[src/design/hfd_pkg.sv]
// Types and constants for the HTTP/2 frame deframer.
// Used by the channel interfaces, the top level and its checker.
`default_nettype none

package hfd_pkg;

  localparam logic [3:0]  HDR_BYTES   = 4'd9;
  localparam logic [7:0]  MAX_KIND    = 8'd9;
  localparam logic [24:0] LIMIT_RESET = 25'd16393;

  localparam logic [1:0] STATUS_OK        = 2'd0;
  localparam logic [1:0] STATUS_BAD_KIND  = 2'd1;
  localparam logic [1:0] STATUS_TOO_LARGE = 2'd2;
  localparam logic [1:0] STATUS_HALTED    = 2'd3;

  // Register word index, taken from the word address bit of paddr.
  localparam logic REG_FRAME_LIMIT = 1'b0;

  typedef struct packed {
    logic [7:0] data_byte;
  } in_item_t;

  typedef struct packed {
    logic [7:0]  out_byte;
    logic        in_header;
    logic        frame_begin;
    logic        header_done;
    logic [7:0]  frame_kind;
    logic [7:0]  frame_flags;
    logic [30:0] stream_number;
    logic [23:0] payload_length;
    logic        frame_end;
    logic [1:0]  status;
  } out_item_t;

endpackage

`default_nettype wire

[src/design/hfd_if.sv]
// Valid/ready channel interfaces for the deframer's byte input and tagged output.
// Depends on hfd_pkg for the payload types.
`default_nettype none

interface hfd_byte_if;
  logic              valid;
  logic              ready;
  hfd_pkg::in_item_t data;

  modport source (output valid, output data, input ready);
  modport sink (input valid, input data, output ready);
endinterface

interface hfd_frame_if;
  logic               valid;
  logic               ready;
  hfd_pkg::out_item_t data;

  modport source (output valid, output data, input ready);
  modport sink (input valid, input data, output ready);
endinterface

`default_nettype wire

[src/design/http2_frame_deframer_unit.sv]
// HTTP/2 frame deframer. Takes one stream byte per request and returns one tagged
// byte per request from a result register; a new byte is taken
// every cycle, and bytes stop only while a finished result waits for the sink.
// Header capture, payload counting and the size and type checks are all done
// combinationally, between the input handshake and the result register. An error
// halts the block until reset. frame_limit is written through the APB port.
`default_nettype none

module http2_frame_deframer_unit (
  input  wire logic        clk,
  input  wire logic        rst,
  input  wire logic        psel,
  input  wire logic        penable,
  input  wire logic        pwrite,
  input  wire logic [2:0]  paddr,
  input  wire logic [31:0] pwdata,
  output logic      [31:0] prdata,
  output logic             pready,
  hfd_byte_if.sink         bytes,
  hfd_frame_if.source      frames
);
  import hfd_pkg::*;

  logic [24:0] frame_limit;
  logic [3:0]  header_count, header_count_next;
  logic [23:0] length_field, length_field_next;
  logic [7:0]  kind_field, kind_field_next;
  logic [7:0]  flags_field, flags_field_next;
  logic [30:0] stream_field, stream_field_next;
  logic [23:0] payload_left, payload_left_next;
  logic        halted, halted_next;

  logic        out_valid;
  out_item_t   out_data;
  out_item_t   result;
  logic        accept;
  logic        cfg_write;
  logic [24:0] frame_total;
  logic [7:0]  b;

  assign pready    = 1'b1;
  assign cfg_write = psel && penable && pwrite && (paddr[2] == REG_FRAME_LIMIT);
  assign prdata    = (paddr[2] == REG_FRAME_LIMIT) ? {7'd0, frame_limit} : 32'd0;

  assign bytes.ready  = !out_valid || frames.ready;
  assign accept       = bytes.valid && bytes.ready;
  assign frames.valid = out_valid;
  assign frames.data  = out_data;
  assign b            = bytes.data.data_byte;

  assign frame_total = {1'b0, length_field_next} + {21'd0, HDR_BYTES};

  always_comb begin
    header_count_next = header_count;
    length_field_next = length_field;
    kind_field_next   = kind_field;
    flags_field_next  = flags_field;
    stream_field_next = stream_field;
    payload_left_next = payload_left;
    halted_next       = halted;
    result            = '0;
    result.out_byte   = b;
    result.status     = STATUS_OK;

    if (halted) begin
      result.status = STATUS_HALTED;
    end else if (header_count < HDR_BYTES) begin
      result.in_header  = 1'b1;
      header_count_next = header_count + 4'd1;
      case (header_count)
        4'd0: begin
          result.frame_begin = 1'b1;
          length_field_next  = {b, 16'd0};
          kind_field_next    = '0;
          flags_field_next   = '0;
          stream_field_next  = '0;
        end
        4'd1: length_field_next[15:8] = b;
        4'd2: length_field_next[7:0]  = b;
        4'd3: kind_field_next         = b;
        4'd4: flags_field_next        = b;
        default: stream_field_next    = {stream_field[22:0], b};
      endcase
      // The ninth header byte closes the header and runs both checks.
      if (header_count_next == HDR_BYTES) begin
        result.header_done = 1'b1;
        if (frame_total > frame_limit) begin
          result.status = STATUS_TOO_LARGE;
          halted_next   = 1'b1;
        end else if (kind_field_next > MAX_KIND) begin
          result.status = STATUS_BAD_KIND;
          halted_next   = 1'b1;
        end else if (length_field_next == 24'd0) begin
          result.frame_end  = 1'b1;
          header_count_next = 4'd0;
        end else begin
          payload_left_next = length_field_next;
        end
      end
    end else begin
      if (payload_left <= 24'd1) begin
        result.frame_end  = 1'b1;
        payload_left_next = '0;
        header_count_next = 4'd0;
      end else begin
        payload_left_next = payload_left - 24'd1;
      end
    end

    result.frame_kind     = kind_field_next;
    result.frame_flags    = flags_field_next;
    result.stream_number  = stream_field_next;
    result.payload_length = length_field_next;
  end

  always_ff @(posedge clk) begin
    if (rst) begin
      frame_limit  <= LIMIT_RESET;
      header_count <= '0;
      length_field <= '0;
      kind_field   <= '0;
      flags_field  <= '0;
      stream_field <= '0;
      payload_left <= '0;
      halted       <= 1'b0;
      out_valid    <= 1'b0;
    end else begin
      if (cfg_write) begin
        frame_limit <= pwdata[24:0];
      end
      if (accept) begin
        header_count <= header_count_next;
        length_field <= length_field_next;
        kind_field   <= kind_field_next;
        flags_field  <= flags_field_next;
        stream_field <= stream_field_next;
        payload_left <= payload_left_next;
        halted       <= halted_next;
        out_valid    <= 1'b1;
      end else if (frames.ready) begin
        out_valid <= 1'b0;
      end
    end
  end

  always_ff @(posedge clk) begin
    if (accept) begin
      out_data <= result;
    end
  end

endmodule

`default_nettype wire

[src/flat_wrapper.sv]
// flat-port wrapper written by rule: the top's interface ports become plain ports
module http2_frame_deframer_unit_flat import hfd_pkg::*;
  (clk, rst, psel, penable, pwrite, paddr, pwdata, prdata, pready, bytes_valid, bytes_data, bytes_ready, frames_valid, frames_data, frames_ready);
  hfd_byte_if bytes_i ();
  hfd_frame_if frames_i ();
  input  wire logic clk;
  input  wire logic rst;
  input  wire logic psel;
  input  wire logic penable;
  input  wire logic pwrite;
  input  wire logic [2:0] paddr;
  input  wire logic [31:0] pwdata;
  output logic      [31:0] prdata;
  output logic pready;
  input wire logic [$bits(bytes_i.valid)-1:0] bytes_valid;
  input wire logic [$bits(bytes_i.data)-1:0] bytes_data;
  output wire logic [$bits(bytes_i.ready)-1:0] bytes_ready;
  output wire logic [$bits(frames_i.valid)-1:0] frames_valid;
  output wire logic [$bits(frames_i.data)-1:0] frames_data;
  input wire logic [$bits(frames_i.ready)-1:0] frames_ready;
  assign bytes_i.valid = bytes_valid;
  assign bytes_i.data = bytes_data;
  assign bytes_ready = bytes_i.ready;
  assign frames_valid = frames_i.valid;
  assign frames_data = frames_i.data;
  assign frames_i.ready = frames_ready;
  http2_frame_deframer_unit u_core (.clk(clk), .rst(rst), .psel(psel), .penable(penable), .pwrite(pwrite), .paddr(paddr), .pwdata(pwdata), .prdata(prdata), .pready(pready), .bytes(bytes_i), .frames(frames_i));
endmodule
[config.mk]
export PLATFORM = sky130hd
export DESIGN_NAME = http2_frame_deframer_unit_flat
export DESIGN_NICKNAME = d
export VERILOG_FILES = /design/src/design/hfd_pkg.sv /design/src/design/hfd_if.sv /design/src/design/http2_frame_deframer_unit.sv /design/src/flat_wrapper.sv
export SDC_FILE = /design/constraint.sdc
export NUM_CORES = 1
export LEC_CHECK = 0
export BUFFER_PORTS_ARGS = -buffer_cell sky130_fd_sc_hd__buf_2
export CAP_MARGIN = 0
export CORE_UTILIZATION = 60
export DETAILED_ROUTE_END_ITERATION = 10
export GPL_TIMING_DRIVEN = 0
export PLACE_DENSITY = 0.86
export SYNTH_ARGS = -nofsm -noshare
export SYNTH_HDL_FRONTEND = slang
export SYNTH_SLANG_ARGS = --single-unit
export TNS_END_PERCENT = 20
[constraint.sdc]
create_clock -name clk -period 13.4 [get_ports clk]
set_clock_uncertainty 0.15 [all_clocks]
set_input_delay 0.67 -clock clk [delete_from_list [all_inputs] [get_ports clk]]
set_output_delay 0.67 -clock clk [all_outputs]
set_load 0.03 [all_outputs]
==> After elaboration in Yosys (flattened, before gate mapping) <==
Index checks and enable logic that the tools add are counted.
{ "classes": {"reduce_logical": 14, "eq_ne": 9, "bitwise": 3, "muxes": 54, "magnitude_cmp": 4, "add_sub_neg": 3} }
{ "ops": {"columns": ["op", "n"], "rows": [
  ["$mux W24", 8],
  ["$mux W8", 13],
  ["$pmux W8 S2", 4],
  ["$mux W31", 2],
  ["$pmux W31 S2", 1],
  ["$add A24 B4 Y25 const B", 1],
  ["$gt A25 B25 Y1", 1],
  ["$mux W25", 1],
  ["$le A24 B1 Y1 const B", 1],
  ["$logic_not A24 Y1", 1],
  ["$mux W4", 6],
  ["$sub A24 B1 Y24 const B", 1],
  ["$mux W1", 15],
  ["$eq A4 B2 Y1 const B", 2],
  ["$gt A8 B4 Y1 const B", 1],
  ["$ne A2 B2 Y1 const B", 4],
  ["$mux W3", 2],
  ["$reduce_and A6 Y1", 1],
  ["$add A4 B1 Y4 const B", 1],
  ["$eq A4 B1 Y1 const B", 1],
  ["$eq A4 B3 Y1 const B", 1],
  ["$eq A4 B4 Y1 const B", 1],
  ["$logic_and A1 B1 Y1", 4],
  ["$logic_not A4 Y1", 1],
  ["9 further kinds", 13]
]} }
{ "word_totals": {"word_cells": 106, "in_bits": 50, "regBits": 211, "output_inout_bits": 120} }

==> Logic depth before layout (Yosys ltp) <==
{ "logic_depth": {"word_depth": 12, "depth_mapped": 22, "depth_no_buf": 19} }

==> Worst setup path after synthesis <==
No wires, ideal clock.
{ "synth_path": {"path_type": "register -> register", "startpoint": "register u_core.header_count[2]", "endpoint": "register u_core.payload_left[15]", "path_slack_ps": 8208, "setup_ps": 117, "period_less_slack_ps": 5192, "arrival_time_ps": 4925, "stages_incl_launch_ff": 22, "n_path_buf": 4, "t_required_ps": 13133, "cell_sequence": "dfxtp_1 -> clkbuf_1 -> nand2b_1 -> a21oi_1 -> clkbuf_1 -> buf_1 -> nor2_1 -> a31oi_1 -> ha_1 -> o211ai_1 -> a211oi_1 -> nand4_1 -> xnor2_1 -> ha_1 -> nand4_1 -> nor4_1 -> inv_1 -> a211oi_1 -> a2111o_1 -> nand2_4 -> buf_6 -> a32o_1"} }
{ "synth_between": {"elab_chain_cells": 10, "elab_cells_between_ends": 35, "cone_classes": "2 x add/sub; 3 x order compare; 8 x eq/ne; 19 x mux; 3 x reduce/logical"} }
{ "synth_lines": {"columns": ["element", "line_no", "source"], "rows": [
  ["start, declared", "http2_frame_deframer_unit.sv:25", "logic [3:0] header_count, header_count_next;"],
  ["start signal, assigned", "http2_frame_deframer_unit.sv:132", "header_count <= header_count_next;"],
  ["$eq A4 B2 Y1 or $logic_not A4 Y1 (tied branches)", "http2_frame_deframer_unit.sv:70", "case (header_count)"],
  ["$pmux W8 S2", "http2_frame_deframer_unit.sv:70", null],
  ["$mux W8", "http2_frame_deframer_unit.sv:67", "end else if (header_count < HDR_BYTES) begin"],
  ["$mux W8", "http2_frame_deframer_unit.sv:65", "if (halted) begin"],
  ["$mux W24 *", "http2_frame_deframer_unit.sv:67", null],
  ["$mux W24 *", "http2_frame_deframer_unit.sv:65", null],
  ["named net u_core.length_field_next[1]", "http2_frame_deframer_unit.sv:26", "logic [23:0] length_field, length_field_next;"],
  ["$add A24 B4 Y25 *", "http2_frame_deframer_unit.sv:51", "assign frame_total = {1'b0, length_field_next} + {21'd0, HDR_BYTES};"],
  ["$gt A25 B25 Y1 *", "http2_frame_deframer_unit.sv:87", "if (frame_total > frame_limit) begin"],
  ["$ne A2 B2 Y1 (no line) *", null, null],
  ["$reduce_and A6 Y1 (no line) *", null, null],
  ["end signal, assigned", "http2_frame_deframer_unit.sv:137", "payload_left <= payload_left_next;"],
  ["end, declared", "http2_frame_deframer_unit.sv:30", "logic [23:0] payload_left, payload_left_next;"]
]} }
The timed path passes the listed nets; every way through them passes the cells marked *. The select of a mux whose other input is x is not followed.
A chain may end at the register's enable or synchronous reset.

==> Worst setup path after layout <==
Same ends and word-level chain as after synthesis.

==> summary.txt <==
RSZ-0062 raised after global routing: false
Relative slew slack: 15.8%
Area delta synth->final: 17.2%
Placed cell area: 0.0119 mm^2
Worst EP arrival: 7270 ps
Die Wd: 136 um
Syn_area_per_cell: 8.60 um^2
Flop and latch count out of synthesis: 211
Initial antenna violation count: 0
Htree depth: 1
Skew-Pair Late Insertion Delay: 500 ps
Num CTS Buffers: 22
Startpoint types: register
Cell area after synthesis: 0.0108 mm^2
Main synth FF type: dfxtp_1
Postcts setup bufs: 0
Critical-path cell list: clkbuf_1 > nand2b_1 > a21oi_1 > clkbuf_1 > buf_1 > nor2_1 > a31oi_1 > ha_1 > o211ai_1 > a211oi_1 > nand4_1 > xnor2_1 > ha_1 > nand4_1 > nor4_1 > inv_1 > a211oi_1 > a2111o_1 > nand2_4 > buf_6 > a32o_1
Yosys cell types: 75
Worst path required time: 13640 ps
Pre-antenna DRT Iters: 6
CTS sink count: 211
# setup viols final: 0
Slew @ Worst Pin: 1260 ps
Max FO, Critical Path: 10
CP endpoint kind: register
Drt total wl: 30600 um
Die ar.: 0.0185 mm^2
Final instance area: 0.0126 mm^2
Max Cap Viol: 0
Outcome: finished, final reports clean
Total negative slack: 0 ps
Total gr overflow: 0
Root buf cell: clkbuf_16
Avg Vias per Cell: 6.18
Nets@finish: 1517
Largest net degree at the start of global routing: 50
Worst Hold Class: in2reg
Post-synthesis async set-or-reset flop share: 0%
Number of flops mapped to enable cells by yosys: 85
Core region area: 0.0174 mm^2
Layout cells sized above 1: 16.3%
Crit-path slowest cell: a211oi_1
WS Path Type: reg2reg
TritonCTS clock tree: built
Num rows: 48
Critical Path Max Stage Delay: 850 ps
DRC violations left: 0
Power density over cell area: 128 mW/mm^2
Reg area: 0.00507 mm^2
Global-route wire length before repair: 48000 um
CTS resizes: 0
Hpwl dp: 21900 um
Die Height: 136 um
Synthesized instance count: 1253
Final Hold Violating Endpoints: 0
VDD IR max: 115 uV
LEAKAGE: 5.13 nW
Port Buffer Count: 150
CTS max path bufs: 3
Fmax: 142 MHz
# fillers: 1292
Post-synthesis sequential area ratio: 47.1%
Multi-input logic area: 0.00513 mm^2
Final hold slack: 213 ps
Clk slew on worst S/H paths: 60 ps
ANT nets after route: 0
Final Critical Period: 7030 ps
Num ports: 170
DRT iter0 DRCs: 1004
Fin crit share: 52.5%
Total GRT Usage: 33.0%
Initial core utilization: 61.8%
WL/cell: 18.3 um
Hold_buf cts: 0
Placer Congestion: 0.996
Vias in the first global route: 9468
Total of warnings raised by yosys: 0
Vias: 10400
Final Slew Violations: 0
Ant. Diodes: 0
## registers in the layout, indices dropped and copies added, names as in the netlist
register,flops
u_core.frames.data,85
u_core.stream_field,31
u_core.frame_limit,25
u_core.length_field,24
u_core.payload_left,24
u_core.flags_field,8
u_core.kind_field,8
u_core.header_count,4
u_core.frames.valid,1
u_core.halted,1
## cells by family after synthesis
group,Yosys count,share of synthesized area [%]
buffers and inverters,138,5.49
AND/OR/NAND/NOR,550,22.5
XOR/XNOR,26,2.11
AO/OA/AOI/OAI,276,17.2
flip-flops,211,47.1
other,2,0.0697
adder cells (fa/ha/maj),33,3.83
multiplexers,17,1.63
## layer usage
metal / up-vias / track usage, % / share of wire, %
li1: 4794 / - / -
met1: 4780 / 42.3 / 39
met2: 679 / 54.8 / 47
met3: 104 / 4.77 / 9.9
met4: 0 / 15.7 / 4.1
met5: - / 0 / 0
## synth_stat cells (all sizes together) (13+ instances only)
cell type    n  area share [%]
dfxtp      126              23
a32o        16             1.5
xnor2       18             1.5
edfxtp      85              24
ha          33             3.8
nor3        37             1.7
nor2       108             3.8
nand3       48             2.2
a211oi      20             1.7
buf         30             1.7
nand4       21             1.2
nand2      285              10
clkbuf      62             2.2
mux2i       13             1.2
inv         46             1.6
o21ai       47             2.3
a22o        19             1.5
a21oi      112             5.2
## metrics by stage
stage / total power, mW / cells / setup slack (ps) / utilization [%]
3_3_place_gp: 0.960 / 1634 / 6680 / 67.9
4_1_cts: 1.61 / 1675 / 6540 / 72.5
2_1_floorplan: 0.893 / 1259 / 8210 / -
3_5_place_dp: 0.964 / 1635 / 6610 / 68.0
5_1_grt: 1.67 / 1675 / 5910 / 72.5
6_report: 1.62 / 1675 / 6370 / 72.5
## layout by cell type (no fill, tap or decap), types with 10 or more instances in the layout
| cell type | instances |
|---|---|
| dfxtp_1 | 126 |
| a32o_1 | 16 |
| clkbuf_1 | 65 |
| mux2i_1 | 13 |
| ha_1 | 33 |
| a22o_1 | 19 |
| nor3_1 | 37 |
| o21ai_1 | 11 |
| nand2_1 | 284 |
| a211oi_1 | 14 |
| edfxtp_1 | 85 |
| a21oi_1 | 112 |
| inv_1 | 45 |
| nand3_1 | 48 |
| nand4_1 | 21 |
| o21ai_0 | 34 |
| buf_1 | 10 |
| xnor2_1 | 18 |
| buf_2 | 157 |
| nor2_1 | 107 |
| clkbuf_16 | 23 |
## critical path, delay by kind of cell, from the launching register on
| family | cells | cell delay, ps |
|---|---|---|
| buffers and inverters | 5 | 1460 |
| XOR/XNOR | 1 | 200 |
| flip-flops | 1 | 360 |
| AND/OR/NAND/NOR | 6 | 1290 |
| adder cells (fa/ha/maj) | 2 | 560 |
| AO/OA/AOI/OAI | 7 | 2890 |
## final timing paths
path / from / end / slack (ps) / depth (start not counted)
worst max-delay path: u_core.header_count[2] / u_core.payload_left[15] / 6370 / 21
worst min-delay path: bytes_data[5] / u_core.frames.data[82] / 210 / 1
worst max register to register: u_core.header_count[2] / u_core.payload_left[15] / 6370 / 21
worst min register to register: u_core.frame_limit[1] / u_core.frame_limit[1] / 300 / 2
## power breakdown
group	internal [mW]	total, mW	switching (mW)
Sequential	0.696	0.710	0.0135
Combinational	0.0715	0.248	0.176
Clock	0.410	0.662	0.252
## area by class of cell
type	instances	share of cell area, %
multi-input combinational	910	40.6
sequential	211	40.2
timing repair buffer	151	6.10
clock buffer	28	4.71
buffer	92	3.35
tap	225	2.23
clock inverter	12	1.47
inverter	46	1.37
No activity file was read; power rests on OpenSTA's default activity.
